--- src/hw/rtl/pcpf_pkg.sv ---
package pcpf_pkg;

  localparam int unsigned WordW    = 32;
  localparam int unsigned NumAxes  = 3;
  localparam int unsigned AxisW    = 2;
  localparam int unsigned InDataW  = 12 * WordW;
  localparam int unsigned OutDataW = 7 * WordW;
  localparam int unsigned CfgIdxW  = 3;
  localparam int unsigned DivCntW  = 7;
  localparam int unsigned SqrtCntW = 6;
  localparam int unsigned DotW     = 51;

  localparam logic [WordW-1:0] OneQ16 = 32'h0001_0000;
  localparam logic [WordW-1:0] MaxU32 = 32'hFFFF_FFFF;

  // configuration register indexes
  localparam logic [CfgIdxW-1:0] CfgRadius   = 3'd0;
  localparam logic [CfgIdxW-1:0] CfgLimitMax = 3'd1;
  localparam logic [CfgIdxW-1:0] CfgCoeff    = 3'd2;
  localparam logic [CfgIdxW-1:0] CfgInvMm    = 3'd3;
  localparam logic [CfgIdxW-1:0] CfgInvMs    = 3'd4;

  // iteration counts of the shared units
  localparam logic [DivCntW-1:0]  DivSteps48 = 7'd48;
  localparam logic [DivCntW-1:0]  DivSteps64 = 7'd64;
  localparam logic [SqrtCntW-1:0] SqrtSteps32 = 6'd32;
  localparam logic [SqrtCntW-1:0] SqrtSteps24 = 6'd24;

  typedef enum logic [3:0] {
    MUL_EM_SQ, MUL_EPS_SQ, MUL_Q_SR, MUL_COEF_P, MUL_FH_N, MUL_FL_N,
    MUL_GH_MM, MUL_GL_MM, MUL_GH_MS, MUL_GL_MS, MUL_DM_EM
  } mul_sel_e;

  typedef enum logic [4:0] {
    WB_NONE, WB_S_LOAD, WB_S_ADD, WB_EPS2, WB_R, WB_Q, WB_SR, WB_P, WB_P_MAX,
    WB_F, WB_N, WB_G_LOAD, WB_G_ADD, WB_AM_LOAD, WB_AM_ADD, WB_AS_LOAD,
    WB_AS_ADD, WB_DOT, WB_LIMIT
  } wb_sel_e;

  typedef enum logic [1:0] {DIV_Q, DIV_N, DIV_T} div_sel_e;
  typedef enum logic {SQ_R, SQ_P} sqrt_sel_e;

  typedef struct packed {
    logic             capture;
    logic             out_load;
    mul_sel_e         mul_sel;
    wb_sel_e          wb_sel;
    logic [AxisW-1:0] axis;
    logic             sqrt_start;
    sqrt_sel_e        sqrt_sel;
    logic             div_start;
    div_sel_e         div_sel;
  } cmd_t;

  typedef struct packed {
    logic contact;
    logic q_big;
    logic dot_neg;
    logic sqrt_busy;
    logic div_busy;
  } sts_t;

  // magnitude plus sign to saturated signed 32-bit
  function automatic logic [WordW-1:0] sat32(input logic [64:0] mag, input logic neg);
    logic [WordW-1:0] r;
    if (neg) begin
      if (mag >= 65'h0_8000_0000) r = 32'h8000_0000;
      else                        r = 32'd0 - mag[31:0];
    end else begin
      if (mag > 65'h0_7FFF_FFFF) r = 32'h7FFF_FFFF;
      else                       r = mag[31:0];
    end
    return r;
  endfunction

endpackage

--- src/hw/rtl/pcpf_ctrl.sv ---
module pcpf_ctrl import pcpf_pkg::*; (
  input  logic clk_i,
  input  logic rst_ni,
  input  logic in_valid_i,
  output logic in_ready_o,
  output logic out_valid_o,
  input  logic out_ready_i,
  input  sts_t sts_i,
  output cmd_t cmd_o
);

  typedef enum logic [3:0] {
    ST_IDLE, ST_PRE, ST_CHK, ST_R, ST_DQ0, ST_DQ, ST_QCHK, ST_SP, ST_PF,
    ST_ND0, ST_ND, ST_AX, ST_TCHK, ST_DT, ST_DONE
  } state_e;

  state_e           state_q, state_d;
  logic [3:0]       cnt_q, cnt_d;
  logic [AxisW-1:0] axis_q, axis_d;
  logic             out_valid_q, out_valid_d;

  always_comb begin
    state_d = state_q;
    cnt_d   = cnt_q;
    axis_d  = axis_q;
    cmd_o            = '0;
    cmd_o.mul_sel    = MUL_EM_SQ;
    cmd_o.wb_sel     = WB_NONE;
    cmd_o.axis       = axis_q;
    cmd_o.sqrt_sel   = SQ_R;
    cmd_o.div_sel    = DIV_Q;

    case (state_q)
      ST_IDLE: begin
        cmd_o.capture = in_valid_i;
        if (in_valid_i) begin
          state_d = ST_PRE;
          cnt_d   = '0;
        end
      end
      ST_PRE: begin
        cmd_o.axis = cnt_q[AxisW-1:0];
        case (cnt_q)
          4'd0: cmd_o.mul_sel = MUL_EM_SQ;
          4'd1: begin cmd_o.mul_sel = MUL_EM_SQ;  cmd_o.wb_sel = WB_S_LOAD; end
          4'd2: begin cmd_o.mul_sel = MUL_EM_SQ;  cmd_o.wb_sel = WB_S_ADD;  end
          4'd3: begin cmd_o.mul_sel = MUL_EPS_SQ; cmd_o.wb_sel = WB_S_ADD;  end
          default: cmd_o.wb_sel = WB_EPS2;
        endcase
        cnt_d = cnt_q + 4'd1;
        if (cnt_q == 4'd4) begin
          state_d = ST_CHK;
        end
      end
      ST_CHK: begin
        cmd_o.sqrt_start = sts_i.contact;
        cmd_o.sqrt_sel   = SQ_R;
        state_d = sts_i.contact ? ST_R : ST_DONE;
      end
      ST_R: begin
        if (!sts_i.sqrt_busy) begin
          cmd_o.wb_sel = WB_R;
          state_d = ST_DQ0;
        end
      end
      ST_DQ0: begin
        cmd_o.div_start = 1'b1;
        cmd_o.div_sel   = DIV_Q;
        state_d = ST_DQ;
      end
      ST_DQ: begin
        if (!sts_i.div_busy) begin
          cmd_o.wb_sel = WB_Q;
          state_d = ST_QCHK;
        end
      end
      ST_QCHK: begin
        if (sts_i.q_big) begin
          cmd_o.wb_sel = WB_P_MAX;
          state_d = ST_PF;
          cnt_d   = 4'd2;
        end else begin
          cmd_o.sqrt_start = 1'b1;
          cmd_o.sqrt_sel   = SQ_P;
          state_d = ST_SP;
        end
      end
      ST_SP: begin
        if (!sts_i.sqrt_busy) begin
          cmd_o.wb_sel = WB_SR;
          state_d = ST_PF;
          cnt_d   = '0;
        end
      end
      ST_PF: begin
        case (cnt_q)
          4'd0: cmd_o.mul_sel = MUL_Q_SR;
          4'd1: cmd_o.wb_sel  = WB_P;
          4'd2: cmd_o.mul_sel = MUL_COEF_P;
          default: cmd_o.wb_sel = WB_F;
        endcase
        cnt_d = cnt_q + 4'd1;
        if (cnt_q == 4'd3) begin
          state_d = ST_ND0;
          axis_d  = '0;
        end
      end
      ST_ND0: begin
        cmd_o.div_start = 1'b1;
        cmd_o.div_sel   = DIV_N;
        state_d = ST_ND;
      end
      ST_ND: begin
        if (!sts_i.div_busy) begin
          cmd_o.wb_sel = WB_N;
          state_d = ST_AX;
          cnt_d   = '0;
        end
      end
      ST_AX: begin
        // one axis: unit vector times force, both masses, dot term
        case (cnt_q)
          4'd0: cmd_o.mul_sel = MUL_FH_N;
          4'd1: begin cmd_o.mul_sel = MUL_FL_N;  cmd_o.wb_sel = WB_G_LOAD;  end
          4'd2: cmd_o.wb_sel = WB_G_ADD;
          4'd3: cmd_o.mul_sel = MUL_GH_MM;
          4'd4: begin cmd_o.mul_sel = MUL_GL_MM; cmd_o.wb_sel = WB_AM_LOAD; end
          4'd5: begin cmd_o.mul_sel = MUL_GH_MS; cmd_o.wb_sel = WB_AM_ADD;  end
          4'd6: begin cmd_o.mul_sel = MUL_GL_MS; cmd_o.wb_sel = WB_AS_LOAD; end
          4'd7: begin cmd_o.mul_sel = MUL_DM_EM; cmd_o.wb_sel = WB_AS_ADD;  end
          default: cmd_o.wb_sel = WB_DOT;
        endcase
        cnt_d = cnt_q + 4'd1;
        if (cnt_q == 4'd8) begin
          if (axis_q == AxisW'(NumAxes - 1)) begin
            state_d = ST_TCHK;
          end else begin
            axis_d  = axis_q + 1'b1;
            state_d = ST_ND0;
          end
        end
      end
      ST_TCHK: begin
        cmd_o.div_start = sts_i.dot_neg;
        cmd_o.div_sel   = DIV_T;
        state_d = sts_i.dot_neg ? ST_DT : ST_DONE;
      end
      ST_DT: begin
        if (!sts_i.div_busy) begin
          cmd_o.wb_sel = WB_LIMIT;
          state_d = ST_DONE;
        end
      end
      ST_DONE: begin
        cmd_o.out_load = !out_valid_q || out_ready_i;
        if (cmd_o.out_load) begin
          state_d = ST_IDLE;
        end
      end
      default: state_d = ST_IDLE;
    endcase

    out_valid_d = cmd_o.out_load ? 1'b1 : (out_valid_q && !out_ready_i);
  end

  always_ff @(posedge clk_i or negedge rst_ni) begin
    if (!rst_ni) begin
      state_q     <= ST_IDLE;
      cnt_q       <= '0;
      axis_q      <= '0;
      out_valid_q <= 1'b0;
    end else begin
      state_q     <= state_d;
      cnt_q       <= cnt_d;
      axis_q      <= axis_d;
      out_valid_q <= out_valid_d;
    end
  end

  assign in_ready_o  = state_q == ST_IDLE;
  assign out_valid_o = out_valid_q;

endmodule

--- config.mk ---
export PLATFORM = sky130hd
export DESIGN_NAME = pcpf_ctrl
export DESIGN_NICKNAME = d
export VERILOG_FILES = /design/src/hw/rtl/pcpf_pkg.sv /design/src/hw/rtl/pcpf_ctrl.sv
export SDC_FILE = /design/constraint.sdc
export NUM_CORES = 1
export LEC_CHECK = 0
export BUFFER_PORTS_ARGS = -buffer_cell sky130_fd_sc_hd__clkbuf_2
export CAP_MARGIN = 20
export CORE_ASPECT_RATIO = 1.1
export CORE_UTILIZATION = 50
export CTS_CLUSTER_DIAMETER = 30
export CTS_CLUSTER_SIZE = 20
export DETAILED_ROUTE_END_ITERATION = 16
export GPL_TIMING_DRIVEN = 0
export PLACE_DENSITY_LB_ADDON = 0.08
export SYNTH_ARGS = -nofsm -noshare
export SYNTH_HDL_FRONTEND = slang
export SYNTH_SLANG_ARGS = --single-unit
--- constraint.sdc ---
create_clock -name clk_i -period 4.5 [get_ports clk_i]
set_input_delay 0.9 -clock clk_i [delete_from_list [all_inputs] [get_ports clk_i]]
set_output_delay 0.9 -clock clk_i [all_outputs]
set_load 0.02 [all_outputs]
* After elaboration in Yosys (flattened, before gate mapping) *
Cells that the tools add are included.

word-level totals
  register bits = 11
  input bits = 9
  output and inout port bits = 20
  logic and storage cells = 101

cells by class
  add/sub/neg operators = 2
  equal/unequal tests = 35
  muxes and demuxes = 45
  reductions and logical operators = 15

operators with widths
  kind                                           number
  two-way mux 4 bit                              18
  case mux 4 bit (15 select lines)               1
  case mux 5 bit (9 select lines)                1
  case mux 5 bit (7 select lines)                1
  == test 4 x 3 -> 1 bit, second input constant  8
  == test 4 bit, second input constant           8
  case mux 4 bit (7 select lines)                1
  inequality test 2 bit, second input constant   12
  case mux 4 bit (5 select lines)                1
  == test 4 x 2 -> 1 bit, second input constant  4
  two-way mux 2 bit                              6
  two-way mux 3 bit                              4
  case mux 2 bit (2 select lines)                3
  case mux 4 bit (3 select lines)                1
  AND reduction 10 bit                           1
  case mux 3 bit (3 select lines)                1
  == test 4 x 1 -> 1 bit, second input constant  2
  logical NOT 4 bit                              2
  case mux 4 bit (2 select lines)                1
  case mux 2 bit (3 select lines)                1
  OR reduction 2 bit                             3
  two-way mux 5 bit                              1
  AND reduction 5 bit                            1
  nonzero test 5 bit                             1
  other kinds (10)                               14

* Depth between registers and ports, before layout *
Gate-level depths: netlist (run 1).

  depth after elaboration = 4
  depth in mapped cells = 7
  depth with buffers taken out = 7

* Worst setup path after synthesis (run 1) *
OpenSTA, ideal clock, no wires.

  path kind = register -> output
  start point = reg state_q[1]
  end point = out cmd_o[9] in the netlist's numbering
  arrival time = 1.870 ns
  required time = 3.600 ns
  path slack = 1.730 ns
  stages on the path, launching flop included = 6
  path buffers = 3
  path through = dfrtp_1 > buf_6 > clkbuf_1 > clkbuf_1 > nand2_1 > o311ai_0

RTL lines
  item                    RTL line          text
  start, declared         pcpf_ctrl.sv:17   state_e state_q, state_d;
  start signal, assigned  pcpf_ctrl.sv:173  state_q <= state_d;
  end, declared           pcpf_ctrl.sv:9    output cmd_t cmd_o

==> flow_metrics.env, run 1 <==
export IMPL_outcome="completed"
export IMPL_mappedNetlistArea_um2=1350
export IMPL_dp_hpwl_mm=2.75
export IMPL_drive_gt1_share_pct=22.6
export IMPL_vias_per_cell=6.00
export IMPL_worstPathCellList="buf_6 > nor4b_2 > and2_1 > a21oi_1 > o311ai_0 > clkbuf_2"
export IMPL_holdWs_ns=0.482
export IMPL_multiInputGateArea_um2=952
export IMPL_tightest_slew_ns=0.740
export IMPL_dr_pass1_iters=5
export IMPL_yosysTopAreaCellShare_pct=20.3
export IMPL_p_leak_uw=0.000724
export IMPL_rrSetupSlack_ns=2.31
export IMPL_cts_sinks=11
export IMPL_clock_path_buffers=2
export IMPL_antennaDiodeCount=0
export IMPL_cts_setup_buffers=0
export IMPL_fp_dieH_um=56.6
export IMPL_synth_edff_count=0
export IMPL_num_rows=19
export IMPL_synth_compound_area_share_pct=27.5
export IMPL_fmax_ghz=0.319
export IMPL_core_area_um2=2540
export IMPL_worstSetupEndpointType="output pin"
export IMPL_ioPinCount=29
export IMPL_nets=227
export IMPL_period_needed_ns=3.13
export IMPL_placed_area_um2=1530
export IMPL_drt_iter0_markers=83
export IMPL_netlist_top_cells_area="dfrtp_1 20%, o21ai_0 6.3%, nor2_1 5.5%"
export IMPL_maxCapViolCount=0
export IMPL_dieArea_um2=2920
export IMPL_finalSetupViolations=0
export IMPL_final_max_slew_viol_count=0
export IMPL_place_congestion=0.946
export IMPL_cts_max_level=1
export IMPL_ys_seq_elements=11
export IMPL_synthSimpleGateAreaFrac_pct=32.0
export IMPL_slew_limit_headroom_pct=50.5
export IMPL_yosys_cell_types_count=52
export IMPL_mappedNetlistNets=194
export IMPL_yosysMostFrequentCell="nor2_1"
export IMPL_worstSetupStartpointType="register"
export IMPL_cts_hold_buf=0
export IMPL_detail_route_antenna_nets=0
export IMPL_hold_depth=1
export IMPL_routedWlPerCell_um=14.9
export IMPL_synth_adder_area_share_pct=4.62
export IMPL_fillCellCount=249
export IMPL_post_cts_resized=0
export IMPL_start_util_pct=53.2
export IMPL_seqCellArea_um2=275
export IMPL_tritoncts="done"
export IMPL_port_buffers=28
export IMPL_grt_pass1_vias=1301
export IMPL_vias=1457
export IMPL_slowest_stage="nor4b_2"
export IMPL_required_ns=3.60
export IMPL_dp_cells=239
export IMPL_grt_total_usage_pct=27.1
export IMPL_synth_top_family_by_area="simple AND/OR/NAND/NOR gates"
export IMPL_cts_made_buffers=3
export IMPL_min_period_over_period_pct=69.7
export IMPL_synth_cells=180
export IMPL_grt_antenna_before_repair=0
export IMPL_die_w_um=51.6
export IMPL_async_flop_share_pct=100
export IMPL_grt_remaining_overflow=0
export IMPL_drt_total_wl_mm=3.62
export IMPL_fin_area_um2=1560
export IMPL_synthXorXnorAreaFrac_pct=1.29
export IMPL_synthToLayoutAreaGrowth_pct=15.2
export IMPL_cts_root_buf="clkbuf_4"
export IMPL_peakVddDrop_mv=0.440
export IMPL_slowest_delay_ns=0.68
export IMPL_cp_arrival_ns=2.23
export IMPL_p_per_area_nw_per_um2=832
export IMPL_grt_max_degree=12
export IMPL_stdcell_count=243
export IMPL_path_clk_slew_ns=0.08
export IMPL_hold_viol=0
export IMPL_drc_errors=0
export IMPL_crit_fanout=8
export IMPL_synth_warnings=0
export IMPL_fin_setup_tns_ns=0
export IMPL_ys_flop_type="dfrtp_1"
export IMPL_ys_seq_area_share_pct=20.3
export IMPL_yosysTopAreaCell="dfrtp_1"
export IMPL_synthTopCellsByCount="20 x nor2_1, 17 x nand2_1, 17 x o21ai_0, 11 x dfrtp_1, 11 x inv_1"
export IMPL_synth_area_per_cell_um2=7.52
export IMPL_ff2ff_path_depth=7
export IMPL_worst_setup_path_type="register to output pin"
export IMPL_grt_pass1_wl_mm=5.93
export IMPL_rsz0062_at_grt="no"
export IMPL_finClkSkew_ns=0.000797
export IMPL_synthMuxAreaShare_pct=4.90
export IMPL_worstHoldPathType="register to register"
export IMPL_clkLatencyLatePin_ns=0.27
layout by cell type, fill, tap and decap left out, types with 8 or more instances in the layout:
| master | netlist | routed |
|---|---|---|
| a21oi_1 | 9 | 9 |
| clkbuf_1 | 9 | 10 |
| clkbuf_2 | 0 | 28 |
| dfrtp_1 | 11 | 11 |
| inv_1 | 11 | 11 |
| nand2_1 | 17 | 17 |
| nand2b_1 | 8 | 8 |
| nor2_1 | 20 | 20 |
| o21ai_0 | 17 | 17 |
cell type report:
type | count | area share (%)
buffer | 15 | 5.46
clock buffer | 4 | 1.69
inverter | 11 | 2.65
multi-input combinational | 143 | 61.1
sequential | 11 | 17.7
tap | 31 | 2.49
timing repair buffer | 28 | 8.99
where the power goes:
part,switching (uW),internal (uW),total [uW]
clock,37.2,34.4,71.6
combinational,628,411,1040
sequential,41.1,145,186
cells by family after synthesis:
group,Yosys count
adder cells (fa/ha/maj),5
flip-flops,11
multiplexers,5
AND/OR/NAND/NOR,74
XOR/XNOR,2
AO/OA/AOI/OAI,57
buffers and inverters,26
routing by layer:
| layer | wire (um) | part of all wire, % | up-vias | GRT usage (%) |
|---|---|---|---|---|
| li1 | - | - | 716 | - |
| met1 | 1540 | 43 | 686 | 32.6 |
| met2 | 1890 | 52 | 52 | 48.2 |
| met3 | 149 | 4.1 | 3 | 5.15 |
| met4 | 36 | 1.0 | 0 | 6.56 |
| met5 | 0 | 0 | - | 0 |
per-stage QoR:
stage               total power [uW]  util (%)  setup WS, ns
floorplan                        977         -          1.73
global placement                1190      60.3          1.72
detailed placement              1210      60.3          1.68
CTS                             1290      61.3          1.37
global route                    1400      61.3          1.22
finish                          1300      61.3          1.37
critical path, delay by kind of cell (launching register included):
kind	cells	cell delay (ns)
buffers and inverters	2	0.37
AO/OA/AOI/OAI	2	0.24
AND/OR/NAND/NOR	2	0.97
flip-flops	1	0.38
flip-flops by register name, indices dropped and copies added, names as in the netlist:
| register | flops |
|---|---|
| state_q | 4 |
| cnt_q | 4 |
| axis_q | 2 |
| out_valid_o | 1 |
final timing paths:
path / start / to
worst min register to register: axis_q[0]$_DFFE_PN0P_ / axis_q[0]$_DFFE_PN0P_
worst min-delay path: axis_q[0]$_DFFE_PN0P_ / axis_q[0]$_DFFE_PN0P_
min in group asynchronous: rst_ni / state_q[1]$_DFFE_PN0P_
max in group asynchronous: rst_ni / cnt_q[0]$_DFFE_PN0P_
worst max register to register: cnt_q[0]$_DFFE_PN0P_ / state_q[2]$_DFFE_PN0P_
worst max-delay path: state_q[1]$_DFFE_PN0P_ / cmd_o[9]
No activity file was read; power rests on OpenSTA's default activity.
==> inputs of run 2 (changes only) <==
--- a/config.mk
+++ b/config.mk
@@ -8,7 +8,7 @@
 export BUFFER_PORTS_ARGS = -buffer_cell sky130_fd_sc_hd__clkbuf_2
 export CAP_MARGIN = 20
 export CORE_ASPECT_RATIO = 1.1
-export CORE_UTILIZATION = 50
+export CORE_UTILIZATION = 49
 export CTS_CLUSTER_DIAMETER = 30
 export CTS_CLUSTER_SIZE = 20
 export DETAILED_ROUTE_END_ITERATION = 16
==> constraint.sdc (replaced) <==
create_clock -name clk_i -period 2.8 [get_ports clk_i]
set_input_delay 0.56 -clock clk_i [delete_from_list [all_inputs] [get_ports clk_i]]
set_output_delay 0.56 -clock clk_i [all_outputs]
set_load 0.02 [all_outputs]
==> flow_metrics.env, run 2 (synthesis results as in run 1) <==
export IMPL_outcome="completed"
export IMPL_nets=227
export IMPL_min_period_over_period_pct=94.1
export IMPL_ioPinCount=29
export IMPL_period_needed_ns=2.63
export IMPL_worstSetupEndpointType="output pin"
export IMPL_drc_errors=0
export IMPL_worstSetupStartpointType="register"
export IMPL_fin_area_um2=1570
export IMPL_rsz0062_at_grt="no"
export IMPL_synthToLayoutAreaGrowth_pct=16.2
export IMPL_drt_iter0_markers=52
export IMPL_required_ns=2.24
export IMPL_worst_setup_path_type="register to output pin"
export IMPL_post_cts_resized=0
export IMPL_port_buffers=28
export IMPL_grt_remaining_overflow=0
export IMPL_cts_max_level=1
export IMPL_layout_commonest_cell="clkbuf_2"
export IMPL_antennaDiodeCount=0
export IMPL_p_leak_uw=0.000736
export IMPL_fp_dieH_um=57.1
export IMPL_p_per_area_nw_per_um2=1320
export IMPL_tritoncts="done"
export IMPL_slew_limit_headroom_pct=63.2
export IMPL_maxCapViolCount=0
export IMPL_fin_util_pct=61.3
export IMPL_crit_family="simple AND/OR/NAND/NOR gates"
export IMPL_cts_made_buffers=3
export IMPL_cts_setup_buffers=0
export IMPL_slowest_delay_ns=0.53
export IMPL_wl_met1_mm=1.61
export IMPL_core_area_um2=2570
export IMPL_met3_length_um=147
export IMPL_dieArea_um2=2980
export IMPL_start_util_pct=52.7
export IMPL_path_clk_slew_ns=0.07
export IMPL_hold_viol=0
export IMPL_grt_pass1_vias=1308
export IMPL_cp_startpoint="state_q[3]$_DFFE_PN0P_"
export IMPL_finClkSkew_ns=0.000485
export IMPL_vias=1460
export IMPL_reg_top3="cnt_q x4, state_q x4, axis_q x2"
export IMPL_routedWlPerCell_um=14.8
export IMPL_mostFrequentLayoutCells="30 x clkbuf_2, 19 x nor2_1, 17 x nand2_1, 17 x o21ai_0"
export IMPL_cp_buffers_inverters=2
export IMPL_dr_wl_met2_mm=1.83
export IMPL_grt_max_degree=12
export IMPL_crit_fanout=10
export IMPL_slowest_stage="nor4b_4"
export IMPL_final_max_slew_viol_count=0
export IMPL_vias_per_cell=6.01
export IMPL_clkLatencyLatePin_ns=0.27
export IMPL_drt_total_wl_mm=3.61
export IMPL_peakVddDrop_mv=0.820
export IMPL_top_layer="met4"
export IMPL_fillCellCount=251
export IMPL_cts_sinks=11
export IMPL_grt_antenna_before_repair=0
export IMPL_fmax_ghz=0.380
export IMPL_worstPathCellList="buf_6 > nor4b_4 > a222oi_1 > o22a_1 > nor2_1 > clkbuf_2"
export IMPL_dp_hpwl_mm=2.72
export IMPL_place_congestion=0.911
export IMPL_worstHoldPathType="primary input to async pin"
export IMPL_clock_path_buffers=2
export IMPL_placed_area_um2=1530
export IMPL_worstReg2RegStart="cnt_q[0]$_DFFE_PN0P_"
export IMPL_detail_route_antenna_nets=0
export IMPL_die_w_um=52.1
export IMPL_dr_pass1_iters=5
export IMPL_grt_pass1_wl_mm=5.94
export IMPL_finalSetupViolations=0
export IMPL_drive_gt1_share_pct=24.1
export IMPL_num_rows=19
export IMPL_tightest_slew_ns=0.550
export IMPL_cp_arrival_ns=2.07
export IMPL_cts_root_buf="clkbuf_4"
export IMPL_cts_hold_buf=0
export IMPL_grt_total_usage_pct=26.1
export IMPL_fin_setup_tns_ns=0
[run 2: through the flow]
step / worst slack, ns / power (uW) / std cells / hold slack, ns
after floorplan: 0.370 / 1570 / 180 / 0.264
after global placement: 0.330 / 1910 / 239 / 0.446
after detailed placement: 0.320 / 1940 / 239 / 0.448
after CTS: 0.0158 / 2060 / 243 / 0.157
after global routing: 0.0238 / 2280 / 243 / 0.151
final: 0.166 / 2080 / 243 / 0.155
[run 2: where the power goes]
part	switching, uW	leakage (uW)	internal, uW
combinational	1000	0.000582	672
clock	52.4	0.0000150	55.2
sequential	69.1	0.000139	233
total	1120	0.000736	960
[run 2: final cells by class]
class                           instances  area [um^2]  area share [%]
Timing Repair Buffer                   28          140            8.91
Inverter                               11         41.3            2.63
Clock buffer                            4         26.3            1.67
Buffer                                 15         87.6            5.57
Sequential cell                        11          275            17.5
Tap cell                               31         38.8            2.47
Multi-Input combinational cell        143          963            61.3
[run 2: path summary, 6_finish.rpt]
path                                     endpoint  slack, ns  cells past startpoint
min reg2reg                 axis_q[0]$_DFFE_PN0P_       0.48                      1
min in group clk_i          axis_q[0]$_DFFE_PN0P_       0.48                      1
max in group asynchronous    cnt_q[1]$_DFFE_PN0P_       2.43                      1
max                                     cmd_o[12]       0.17                      6
max reg2reg                state_q[3]$_DFFE_PN0P_       0.69                      7
min                        state_q[3]$_DFFE_PN0P_       0.16                      1
[run 2: metal layers]
layer / track usage [%] / vias to the layer above
met1: 34.2 / 692
met2: 43.8 / 47
met5: 0 / -
met4: 4.63 / 0
met3: 5.87 / 2
li1: - / 719
[run 2: worst register-to-register path, cell delays in order, from the launching register on]
cell	delay, ns
dfrtp_1	0.45
inv_1	0.11
ha_1	0.28
inv_1	0.09
o31ai_1	0.26
o21ai_1	0.09
and4bb_4	0.40
mux2_4	0.31
==> inputs of run 3 (changes only) <==
--- a/config.mk
+++ b/config.mk
@@ -5,13 +5,13 @@
 export SDC_FILE = /design/constraint.sdc
 export NUM_CORES = 1
 export LEC_CHECK = 0
-export BUFFER_PORTS_ARGS = -buffer_cell sky130_fd_sc_hd__clkbuf_2
 export CAP_MARGIN = 20
 export CORE_ASPECT_RATIO = 1.1
-export CORE_UTILIZATION = 49
+export CORE_UTILIZATION = 56
 export CTS_CLUSTER_DIAMETER = 30
 export CTS_CLUSTER_SIZE = 20
 export DETAILED_ROUTE_END_ITERATION = 16
+export DONT_BUFFER_PORTS = 1
 export GPL_TIMING_DRIVEN = 0
 export PLACE_DENSITY_LB_ADDON = 0.08
 export SYNTH_ARGS = -nofsm -noshare
==> flow_metrics.env, run 3 (synthesis results as in run 1) <==
export IMPL_outcome="completed"
export IMPL_cts_sinks=11
export IMPL_tightest_slew_ns=0.817
export IMPL_grt_pass1_wl_mm=5.78
export IMPL_ioPinCount=29
export IMPL_antennaDiodeCount=0
export IMPL_core_area_um2=2270
export IMPL_worstSetupStartpointType="register"
export IMPL_holdWs_ns=0.479
export IMPL_peakVddDrop_mv=0.876
export IMPL_p_leak_uw=0.000632
export IMPL_grt_use_met3_pct=6.78
export IMPL_p_per_area_nw_per_um2=1380
export IMPL_grt_antenna_before_repair=0
export IMPL_grt_max_degree=12
export IMPL_place_congestion=0.927
export IMPL_period_needed_ns=2.60
export IMPL_vias=1351
export IMPL_grt_pass1_vias=1207
export IMPL_drive_gt1_share_pct=14.4
export IMPL_cp_startpoint="state_q[1]$_DFFE_PN0P_"
export IMPL_drt_iter0_markers=35
export IMPL_mostFrequentLayoutCells="19 x nor2_1, 17 x nand2_1, 16 x o21ai_0"
export IMPL_routedWlPerCell_um=16.3
export IMPL_drt_total_wl_mm=3.56
export IMPL_fmax_ghz=0.385
export IMPL_finalPower_uw=2030
export IMPL_synthToLayoutAreaGrowth_pct=9.06
export IMPL_detail_route_antenna_nets=0
export IMPL_worstHoldPathType="register to register"
export IMPL_worst_setup_path_type="register to output pin"
export IMPL_dieArea_um2=2620
export IMPL_vias_per_cell=6.20
export IMPL_cts_made_buffers=3
export IMPL_worstSetupEndpointType="output pin"
export IMPL_cts_max_level=1
export IMPL_fp_dieH_um=53.6
export IMPL_maxCapViolCount=0
export IMPL_tritoncts="done"
export IMPL_dr_pass1_iters=4
export IMPL_cp_arrival_ns=2.04
export IMPL_die_w_um=48.9
export IMPL_min_period_over_period_pct=92.8
export IMPL_grt_busiest_layer="met2"
export IMPL_num_rows=18
export IMPL_hold_viol=0
export IMPL_met1_usage_pct=36.3
export IMPL_fin_setup_tns_ns=0
export IMPL_grt_met2_usage_pct=53.9
export IMPL_port_buffers=0
export IMPL_layout_commonest_cell="nor2_1"
export IMPL_hp_start="axis_q[0]$_DFFE_PN0P_"
export IMPL_drc_errors=0
export IMPL_fillCellCount=226
export IMPL_clock_path_buffers=2
export IMPL_reg_top3="cnt_q x4, state_q x4, axis_q x2"
export IMPL_slew_limit_headroom_pct=45.2
export IMPL_nets=203
export IMPL_start_util_pct=59.5
export IMPL_rsz0062_at_grt="no"
export IMPL_finClkSkew_ns=0.000747
export IMPL_setup_slack_ns=0.201
export IMPL_grt_total_usage_pct=29.4
export IMPL_final_max_slew_viol_count=0
export IMPL_path_clk_slew_ns=0.07
export IMPL_finalSetupViolations=0
export IMPL_pre_cts_ws_ns=0.102
export IMPL_required_ns=2.24
export IMPL_seqCellArea_um2=275
export IMPL_multiInputGateArea_um2=977
export IMPL_dp_hpwl_mm=2.67
export IMPL_clkLatencyLatePin_ns=0.27
export IMPL_grt_remaining_overflow=0
export IMPL_cts_root_buf="clkbuf_4"
export IMPL_crit_fanout=10
export IMPL_worstReg2RegStart="cnt_q[0]$_DFFE_PN0P_"
-- run 3: cell types whose count changed in the layout (fill, tap and decap cells not counted), sizes merged --
cell         delta
buf             +3
clkbuf         -28
dlygate4sd3     +1
-- run 3: stage by stage --
stage / utilization (%) / instance area, um^2 / cells
floorplan: - / 1350 / 180
global placement: 61.2 / 1390 / 210
detailed placement: 61.2 / 1390 / 210
CTS: 63.1 / 1440 / 215
global route: 64.9 / 1480 / 218
finish: 64.9 / 1480 / 218
-- run 3: critical path: stages (launching register included) --
cell and delay, ns:
dfrtp_1 0.34, buf_6 0.15, clkbuf_1 0.33, clkbuf_1 0.38, nand2_1 0.12, o311ai_2 0.44
-- run 3: power by group --
part	total [uW]	internal (uW)	leakage (uW)	switching, uW
Clock	111	55.3	0.0000150	55.7
Combinational	1610	623	0.000479	991
Sequential	309	233	0.000139	75.8
Total	2030	912	0.000632	1120
-- run 3: area by class of cell --
cell class / count / share of cell area (%)
multi-input combinational: 143 / 66.2
timing repair buffer: 4 / 2.20
sequential: 11 / 18.6
clock buffer: 4 / 1.78
inverter: 11 / 2.80
buffer: 15 / 5.85
tap: 30 / 2.54
-- run 3: metal layers --
layer,share of wire [%],vias to the layer above
met4,0,0
met2,52,30
met5,0,-
li1,-,670
met3,3.3,0
met1,45,651
-- run 3: worst paths after layout --
path                       slack, ns                     end  cells past startpoint
max in group asynchronous       1.79    cnt_q[3]$_DFFE_PN0P_                      1
setup / recovery                0.20                cmd_o[9]                      5
hold / removal                  0.48   axis_q[0]$_DFFE_PN0P_                      1
hold reg to reg                 0.48   axis_q[0]$_DFFE_PN0P_                      1
setup reg to reg                0.61  state_q[1]$_DFFE_PN0P_                      7
min in group asynchronous       0.68  state_q[0]$_DFFE_PN0P_                      1
-- run 3: what timing repair did --
item	CTS	global route
endpoints found under the setup margin	3	6
pin swaps	0	1
resized for setup	3	5
gates cloned	0	0
hold buffers	1	0
endpoints found under the hold margin	11	0
setup buffers	0	3
